**config.mk**
```make
export PLATFORM = sky130hd
export DESIGN_NAME = substring_occurrence_counter_unit
export DESIGN_NICKNAME = d
export VERILOG_FILES = /design/src/rtl/sscnt_pkg.sv /design/src/rtl/substring_occurrence_counter_unit.sv /design/src/rtl/sscnt_cell.sv
export VERILOG_INCLUDE_DIRS = /design/src /design/src/rtl
export SDC_FILE = /design/constraint.sdc
export NUM_CORES = 1
export LEC_CHECK = 0
export BUFFER_PORTS_ARGS = -buffer_cell sky130_fd_sc_hd__buf_2
export CAP_MARGIN = 20
export CORE_ASPECT_RATIO = 1.75
export CORE_MARGIN = 5
export CORE_UTILIZATION = 63
export CTS_CLUSTER_SIZE = 8
export DETAILED_ROUTE_END_ITERATION = 10
export PLACE_DENSITY_LB_ADDON = 0.3
export SLEW_MARGIN = 20
export SYNTH_ARGS = -nofsm -noshare
export SYNTH_HDL_FRONTEND = slang
export SYNTH_SLANG_ARGS = --single-unit
```
**constraint.sdc**
```tcl
create_clock -name aclk -period 10.78 [get_ports aclk]
set_input_delay 1.078 -clock aclk [delete_from_list [all_inputs] [get_ports aclk]]
set_output_delay 1.078 -clock aclk [all_outputs]
set_load 0.01 [all_outputs]
```
**src/rtl/assert_macros.svh**
```systemverilog
// Assertion macros used by the counter top level, clocked on aclk and muted during reset
`ifndef ASSERT_MACROS_SVH
`define ASSERT_MACROS_SVH

// consequent must hold in the same cycle as the antecedent
`define ASSERT_SAME(label, ante, cons) \
    label: assert property (@(posedge aclk) disable iff (!aresetn) (ante) |-> (cons)) \
        else $error("same-cycle check failed");

// consequent must hold in the cycle after the antecedent
`define ASSERT_NEXT(label, ante, cons) \
    label: assert property (@(posedge aclk) disable iff (!aresetn) (ante) |=> (cons)) \
        else $error("next-cycle check failed");

`endif

```
**src/rtl/sscnt_pkg.sv**
```systemverilog
// Shared types and constants of the substring occurrence counter
`timescale 1ns / 1ps
package sscnt_pkg;

    localparam int BYTE_W        = 8;
    localparam int CFG_DATA_W    = 64;
    localparam int CFG_IDX_W     = 2;
    localparam int PAT_LEN_W     = 5;
    localparam int PAT_BYTES     = 16;
    localparam int PAT_IDX_W     = 4;
    localparam int IN_TDATA_W    = 8;

    localparam logic [CFG_IDX_W-1:0] CFG_PAT_LO  = 2'd0;
    localparam logic [CFG_IDX_W-1:0] CFG_PAT_HI  = 2'd1;
    localparam logic [CFG_IDX_W-1:0] CFG_PAT_LEN = 2'd2;

    typedef struct packed {
        logic shift;
        logic clear;
    } sscnt_ctrl_t;

endpackage

```
**src/rtl/substring_occurrence_counter_unit.sv**
```systemverilog
// Top level: pattern registers, cell chain, match counter and output register
//
//  port group   dir  word contents
//  s_axis       in   tdata[7:0] text_byte, tlast text_last
//  m_axis       out  tdata[0] match_here, tdata[COUNT_BITS:1] match_total, tlast end_of_text
//  cfg_wr       in   index 0 pattern low, 1 pattern high, 2 pattern length
//
// One word per cycle in and out unless m_tready stalls; a result appears in the cycle after its word is taken.
// The cell chain compares the whole window in the accepting cycle, then the counter adds.
// s_tready stays high while the output register is empty or being drained.
// Reset clears the window, the count and the registers (pattern length 1).
`timescale 1ns / 1ps
`include "assert_macros.svh"
module substring_occurrence_counter_unit #(
    parameter int MAX_PATTERN = 16,
    parameter int COUNT_BITS  = 16
) (
    input  logic                                  aclk,
    input  logic                                  aresetn,
    input  logic                                  s_tvalid,
    output logic                                  s_tready,
    input  logic [sscnt_pkg::IN_TDATA_W-1:0]      s_tdata,   // [7:0] text_byte
    input  logic                                  s_tlast,   // text_last
    output logic                                  m_tvalid,
    input  logic                                  m_tready,
    output logic [((COUNT_BITS+8)/8)*8-1:0]       m_tdata,   // [0] match_here, then match_total
    output logic                                  m_tlast,   // end_of_text
    input  logic                                  cfg_wr_en,
    input  logic [sscnt_pkg::CFG_IDX_W-1:0]       cfg_wr_idx,
    input  logic [sscnt_pkg::CFG_DATA_W-1:0]      cfg_wr_data
);
    import sscnt_pkg::*;

    localparam logic [PAT_LEN_W-1:0] MAX_LEN = PAT_LEN_W'(MAX_PATTERN);

    logic [CFG_DATA_W-1:0] pat_lo_reg;
    logic [CFG_DATA_W-1:0] pat_hi_reg;
    logic [PAT_LEN_W-1:0]  pat_len_reg;
    logic [PAT_LEN_W-1:0]  len_used;
    logic [BYTE_W-1:0]     pat_arr [PAT_BYTES];

    logic                  in_acc;
    sscnt_ctrl_t           ctrl;
    logic [BYTE_W-1:0]     tap_byte [MAX_PATTERN+1];
    logic [MAX_PATTERN:0]  tap_valid;
    logic [MAX_PATTERN-1:0] ok_vec;
    logic                  hit;

    logic [COUNT_BITS-1:0] total_reg;
    logic [COUNT_BITS-1:0] total_next;

    logic                  m_tvalid_reg;
    logic                  out_match_reg;
    logic [COUNT_BITS-1:0] out_total_reg;
    logic                  out_last_reg;

    always_ff @(posedge aclk) begin
        if (!aresetn) begin
            pat_lo_reg  <= '0;
            pat_hi_reg  <= '0;
            pat_len_reg <= PAT_LEN_W'(1);
        end else if (cfg_wr_en) begin
            case (cfg_wr_idx)
                CFG_PAT_LO:  pat_lo_reg  <= cfg_wr_data;
                CFG_PAT_HI:  pat_hi_reg  <= cfg_wr_data;
                CFG_PAT_LEN: pat_len_reg <= cfg_wr_data[PAT_LEN_W-1:0];
                default: begin
                end
            endcase
        end
    end

    always_comb begin
        if (pat_len_reg == '0) begin
            len_used = PAT_LEN_W'(1);
        end else if (pat_len_reg > MAX_LEN) begin
            len_used = MAX_LEN;
        end else begin
            len_used = pat_len_reg;
        end
    end

    always_comb begin
        for (int i = 0; i < PAT_BYTES / 2; i++) begin
            pat_arr[i]                 = pat_lo_reg[i*BYTE_W +: BYTE_W];
            pat_arr[i + PAT_BYTES / 2] = pat_hi_reg[i*BYTE_W +: BYTE_W];
        end
    end

    assign s_tready   = !m_tvalid_reg || m_tready;
    assign in_acc     = s_tvalid && s_tready;
    assign ctrl.shift = in_acc;
    assign ctrl.clear = in_acc && s_tlast;

    assign tap_byte[0]  = s_tdata[BYTE_W-1:0];
    assign tap_valid[0] = 1'b1;

    for (genvar j = 0; j < MAX_PATTERN; j++) begin : g_cell
        localparam logic [PAT_LEN_W-1:0] POS = PAT_LEN_W'(j);
        logic [PAT_LEN_W-1:0] pat_idx;
        logic                 active;

        assign active  = POS < len_used;
        assign pat_idx = len_used - PAT_LEN_W'(1) - POS;

        sscnt_cell u_cell (
            .aclk      (aclk),
            .aresetn   (aresetn),
            .ctrl      (ctrl),
            .byte_in   (tap_byte[j]),
            .valid_in  (tap_valid[j]),
            .pat_byte  (pat_arr[pat_idx[PAT_IDX_W-1:0]]),
            .active    (active),
            .byte_out  (tap_byte[j+1]),
            .valid_out (tap_valid[j+1]),
            .ok        (ok_vec[j])
        );
    end

    assign hit = &ok_vec;

    always_comb begin
        total_next = total_reg;
        if (hit && (total_reg != '1)) begin
            total_next = total_reg + COUNT_BITS'(1);
        end
    end

    always_ff @(posedge aclk) begin
        if (!aresetn) begin
            total_reg    <= '0;
            m_tvalid_reg <= 1'b0;
        end else begin
            if (in_acc) begin
                total_reg <= s_tlast ? '0 : total_next;
            end
            if (in_acc) begin
                m_tvalid_reg <= 1'b1;
            end else if (m_tready) begin
                m_tvalid_reg <= 1'b0;
            end
        end
    end

    always_ff @(posedge aclk) begin
        if (in_acc) begin
            out_match_reg <= hit;
            out_total_reg <= total_next;
            out_last_reg  <= s_tlast;
        end
    end

    always_comb begin
        m_tdata                = '0;
        m_tdata[0]             = out_match_reg;
        m_tdata[COUNT_BITS:1]  = out_total_reg;
    end

    assign m_tvalid = m_tvalid_reg;
    assign m_tlast  = out_last_reg;

    `ASSERT_NEXT(a_clear_after_last, in_acc && s_tlast, (total_reg == '0) && (tap_valid[MAX_PATTERN:1] == '0))
    `ASSERT_SAME(a_match_counts, m_tvalid && m_tdata[0], m_tdata[COUNT_BITS:1] != '0)
    `ASSERT_SAME(a_taps_in_order, 1'b1, (tap_valid[MAX_PATTERN:1] & (tap_valid[MAX_PATTERN:1] + 1'b1)) == '0)
    `ASSERT_NEXT(a_total_monotonic, in_acc && !s_tlast, total_reg >= $past(total_reg))

endmodule

```
**src/rtl/sscnt_cell.sv**
```systemverilog
// One window cell: holds a text byte and its valid flag, compares its incoming byte against its pattern byte
`timescale 1ns / 1ps
module sscnt_cell (
    input  logic                        aclk,
    input  logic                        aresetn,
    input  sscnt_pkg::sscnt_ctrl_t      ctrl,
    input  logic [sscnt_pkg::BYTE_W-1:0] byte_in,
    input  logic                        valid_in,
    input  logic [sscnt_pkg::BYTE_W-1:0] pat_byte,
    input  logic                        active,
    output logic [sscnt_pkg::BYTE_W-1:0] byte_out,
    output logic                        valid_out,
    output logic                        ok
);
    import sscnt_pkg::*;

    logic [BYTE_W-1:0] byte_reg;
    logic              valid_reg;
    logic              valid_next;

    always_comb begin
        valid_next = valid_reg;
        if (ctrl.clear) begin
            valid_next = 1'b0;
        end else if (ctrl.shift) begin
            valid_next = valid_in;
        end
    end

    always_ff @(posedge aclk) begin
        if (!aresetn) begin
            valid_reg <= 1'b0;
        end else begin
            valid_reg <= valid_next;
        end
    end

    always_ff @(posedge aclk) begin
        if (ctrl.shift) begin
            byte_reg <= byte_in;
        end
    end

    assign ok        = !active || (valid_in && (byte_in == pat_byte));
    assign byte_out  = byte_reg;
    assign valid_out = valid_reg;

endmodule

```
==> results by group <==
STA
  – Crit share post-route: approximately 71%
  – RSZ-0062 raised after global routing: no
  – Max Transition Viols Final: 0
  – TNS Setup: 0 ps
  – Final hold vios: 0
  – Slew @ Worst Pin: roughly 1200 ps
  – Fmax: between 0.1 and 0.15 GHz
  – Worst clock skew: 33.8 ps
  – Minimum clock period: between 7000 and 8000 ps
  – Relative slew margins: between 10% and 20%
  – Setup violators final: 0

Yosys
  – Share of the synthesized area in the top cell type: 20.1%
  – Mapped Avg Cell Area: 9.87 um2
  – Post-Synthesis Cells: between 2000 and 2500
  – Distinct cell type count after synthesis: 86
  – Synth Register Bits: slightly above 300
  – Synth warn: 0
  – Primary FF master, synth: dfxtp_1
  – Post-synth top area cell: edfxtp_1
  – Register area share after synthesis: between 30% and 40%
  – Largest cells by area after synthesis: edfxtp_1, dfxtp_1, mux4_2, mux2i_1, nand2_1
  – Post-synth ARST share: 0%
  – Mapped Area: ~20000 um2
  – EDFF count, synth: between 100 and 150

Routing
  – Vias/cell: roughly 7.5
  – Drt first pass iters: 8
  – Antenna-violating nets left: 0
  – DRT iter0 DRCs: approximately 2900
  – Wire length per cell: between 30 and 40 um
  – DRC errors left: 0
  – Via count: about 19000
  – Detailed-route wire length: approximately 90000 um

Clock tree
  – Worst-Skew Late Latency: 570 ps
  – Buffer depth of the longest clock path: 3
  – CTS root buf: clkbuf_16
  – Reg clk slew, reported paths: 60 ps
  – CTS Sinks: 303
  – CTS tree: built
  – Post-CTS Repair Setup Buffers: 0
  – H-tree levels: 2
  – Num CTS Buffers: 44
  – Hold-fix buffers, CTS: 0
  – Cts repair resizes: 0

Cells and area
  – NumNets Final: 2214
  – Final design utilization: between 60% and 70%
  – Layout area overhead: 9.59%
  – Fill cells: 2357
  – Share of cells above drive strength 1: 17.6%
  – Max FFs per register: 120
  – Most frequent cells in the layout: nand2_1, a21oi_1, mux2i_1
  – Layout Cells excl Fill: 2547
  – Most common cell after layout, fill and taps aside: nand2_1

Floorplan
  – Die width: ~150 um
  – Placement Rows: 87
  – Core Area: 32200 um2
  – IO Count: about 110
  – Initial core utilization: approximately 64%
  – Die height: approximately 250 um
  – Die area: 36500 um2

Setup path
  – Crit-path max FO: 49
  – WP data arrival: approximately 8000 ps
  – Endpoint type of the worst setup path: flop
  – WS Path Type: flop to flop
  – Crit start category: flop
  – Worst Path Required: 11080 ps

Status
  – Status: complete, no violations

Global route
  – Grt ovf: 0
  – Initial antenna violation count: 5
  – Largest net degree at the start of global routing: just over 100
  – Vias in the first global route: ~19000
  – GRT Overall Usage: a little under half
  – Global-route wire length before repair: between 100000 and 150000 um

Placed design
  – Post-DP HPWL: 65500 um
  – GP Congestion: ~1.2
  – Port bufs: 99
  – Post-Place Cells: approximately 2500

Run
  – Max cap viols: 0

Power and ir drop
  – LEAKAGE: approximately 8 nW
  – Pwr dens: 138 nW/um2
  – Maximum vdd drop: about 200 uV

Min path
  – Worst Hold Class: flop to flop
==> power by group <==
group          leakage (nW)  switching, W  internal [W]  total [W]
Clock                 0.591      0.000510      0.000758    0.00127
Sequential             2.68     0.0000790       0.00126    0.00134
Combinational          4.85      0.000327      0.000183   0.000511
Total                  8.12      0.000916       0.00220    0.00312
==> path summary, 6_finish.rpt <==
path / slack, ps / from / endpoint / cells past startpoint
min: 460 / g_cell[0].u_cell.byte_out[7] / g_cell[1].u_cell.byte_out[7] / 0
max: 3080 / pat_len_reg[3] / out_total_reg[1] / 20
max reg2reg: 3080 / pat_len_reg[3] / out_total_reg[1] / 20
min reg2reg: 460 / g_cell[0].u_cell.byte_out[7] / g_cell[1].u_cell.byte_out[7] / 0
==> cell usage after synthesis, types with 28 or more instances <==
cell      number
nand2_1      396
a21oi_1      209
mux2i_1      169
dfxtp_1      165
edfxtp_1     138
mux4_2       136
clkbuf_1     106
a22oi_1       67
xnor2_1       60
xor2_1        60
nand3_1       54
nor2_1        41
a211oi_1      29
o21ai_0       28
==> critical path: stages, from the launching register on <==
cell and delay, ps:
dfxtp_1 780, or3_4 280, a21oi_4 70, inv_4 580
ha_1 220, buf_4 490, clkinv_1 190, ha_1 330
a21oi_1 150, o22ai_1 100, a211oi_1 720, xnor2_2 350
mux4_2 600, xor2_1 150, nor4_1 400, a31oi_1 170
nor4_2 550, nand4_4 210, nor3_4 490, buf_8 250
mux2_1 340
==> final cells by class <==
cell class | instances | area, um2 | share of cell area, %
Multi-Input combinational cell | 1604 | 12400 | 55.0
Sequential cell | 303 | 7450 | 33.0
Clock buffer | 65 | 1200 | 5.32
Timing Repair Buffer | 141 | 832 | 3.69
Tap cell | 400 | 500 | 2.22
Inverter | 30 | 124 | 0.549
Clock inverter | 3 | 32.5 | 0.144
Antenna cell | 1 | 2.50 | 0.0111
==> metal layers <==
| layer | share of wire, % | vias up | track usage [%] |
|---|---|---|---|
| li1 | - | 7931 | - |
| met1 | 30 | 9080 | 48.8 |
| met2 | 45 | 1572 | 73.8 |
| met3 | 11 | 547 | 12.7 |
| met4 | 14 | 4 | 47.8 |
| met5 | 0.031 | - | 0 |
==> cell families (layout without fill, tap and decap cells) <==
family	count (synthesis)	after routing	synth area share, %
flip-flops	303	303	36.2
AND/OR/NAND/NOR	677	677	15.5
adder cells (fa/ha/maj)	11	11	0.657
multiplexers	321	321	24.0
XOR/XNOR	120	120	5.11
buffers and inverters	184	239	3.89
AO/OA/AOI/OAI	468	468	14.6
other	1	8	0.0182
==> metrics by stage <==
stage / area, um2 / hold WS (ps) / total power (W) / setup slack (ps)
final: 22500 / 462 / 0.00312 / 3080
after global routing: 22500 / 486 / 0.00319 / 2770
after CTS: 22500 / 462 / 0.00309 / 2580
after detailed placement: 21200 / 457 / 0.00184 / 2650
after global placement: 21200 / 450 / 0.00183 / 2820
after floorplan: 20600 / 426 / 0.00165 / 2800
No activity file was read; power rests on OpenSTA's default activity.
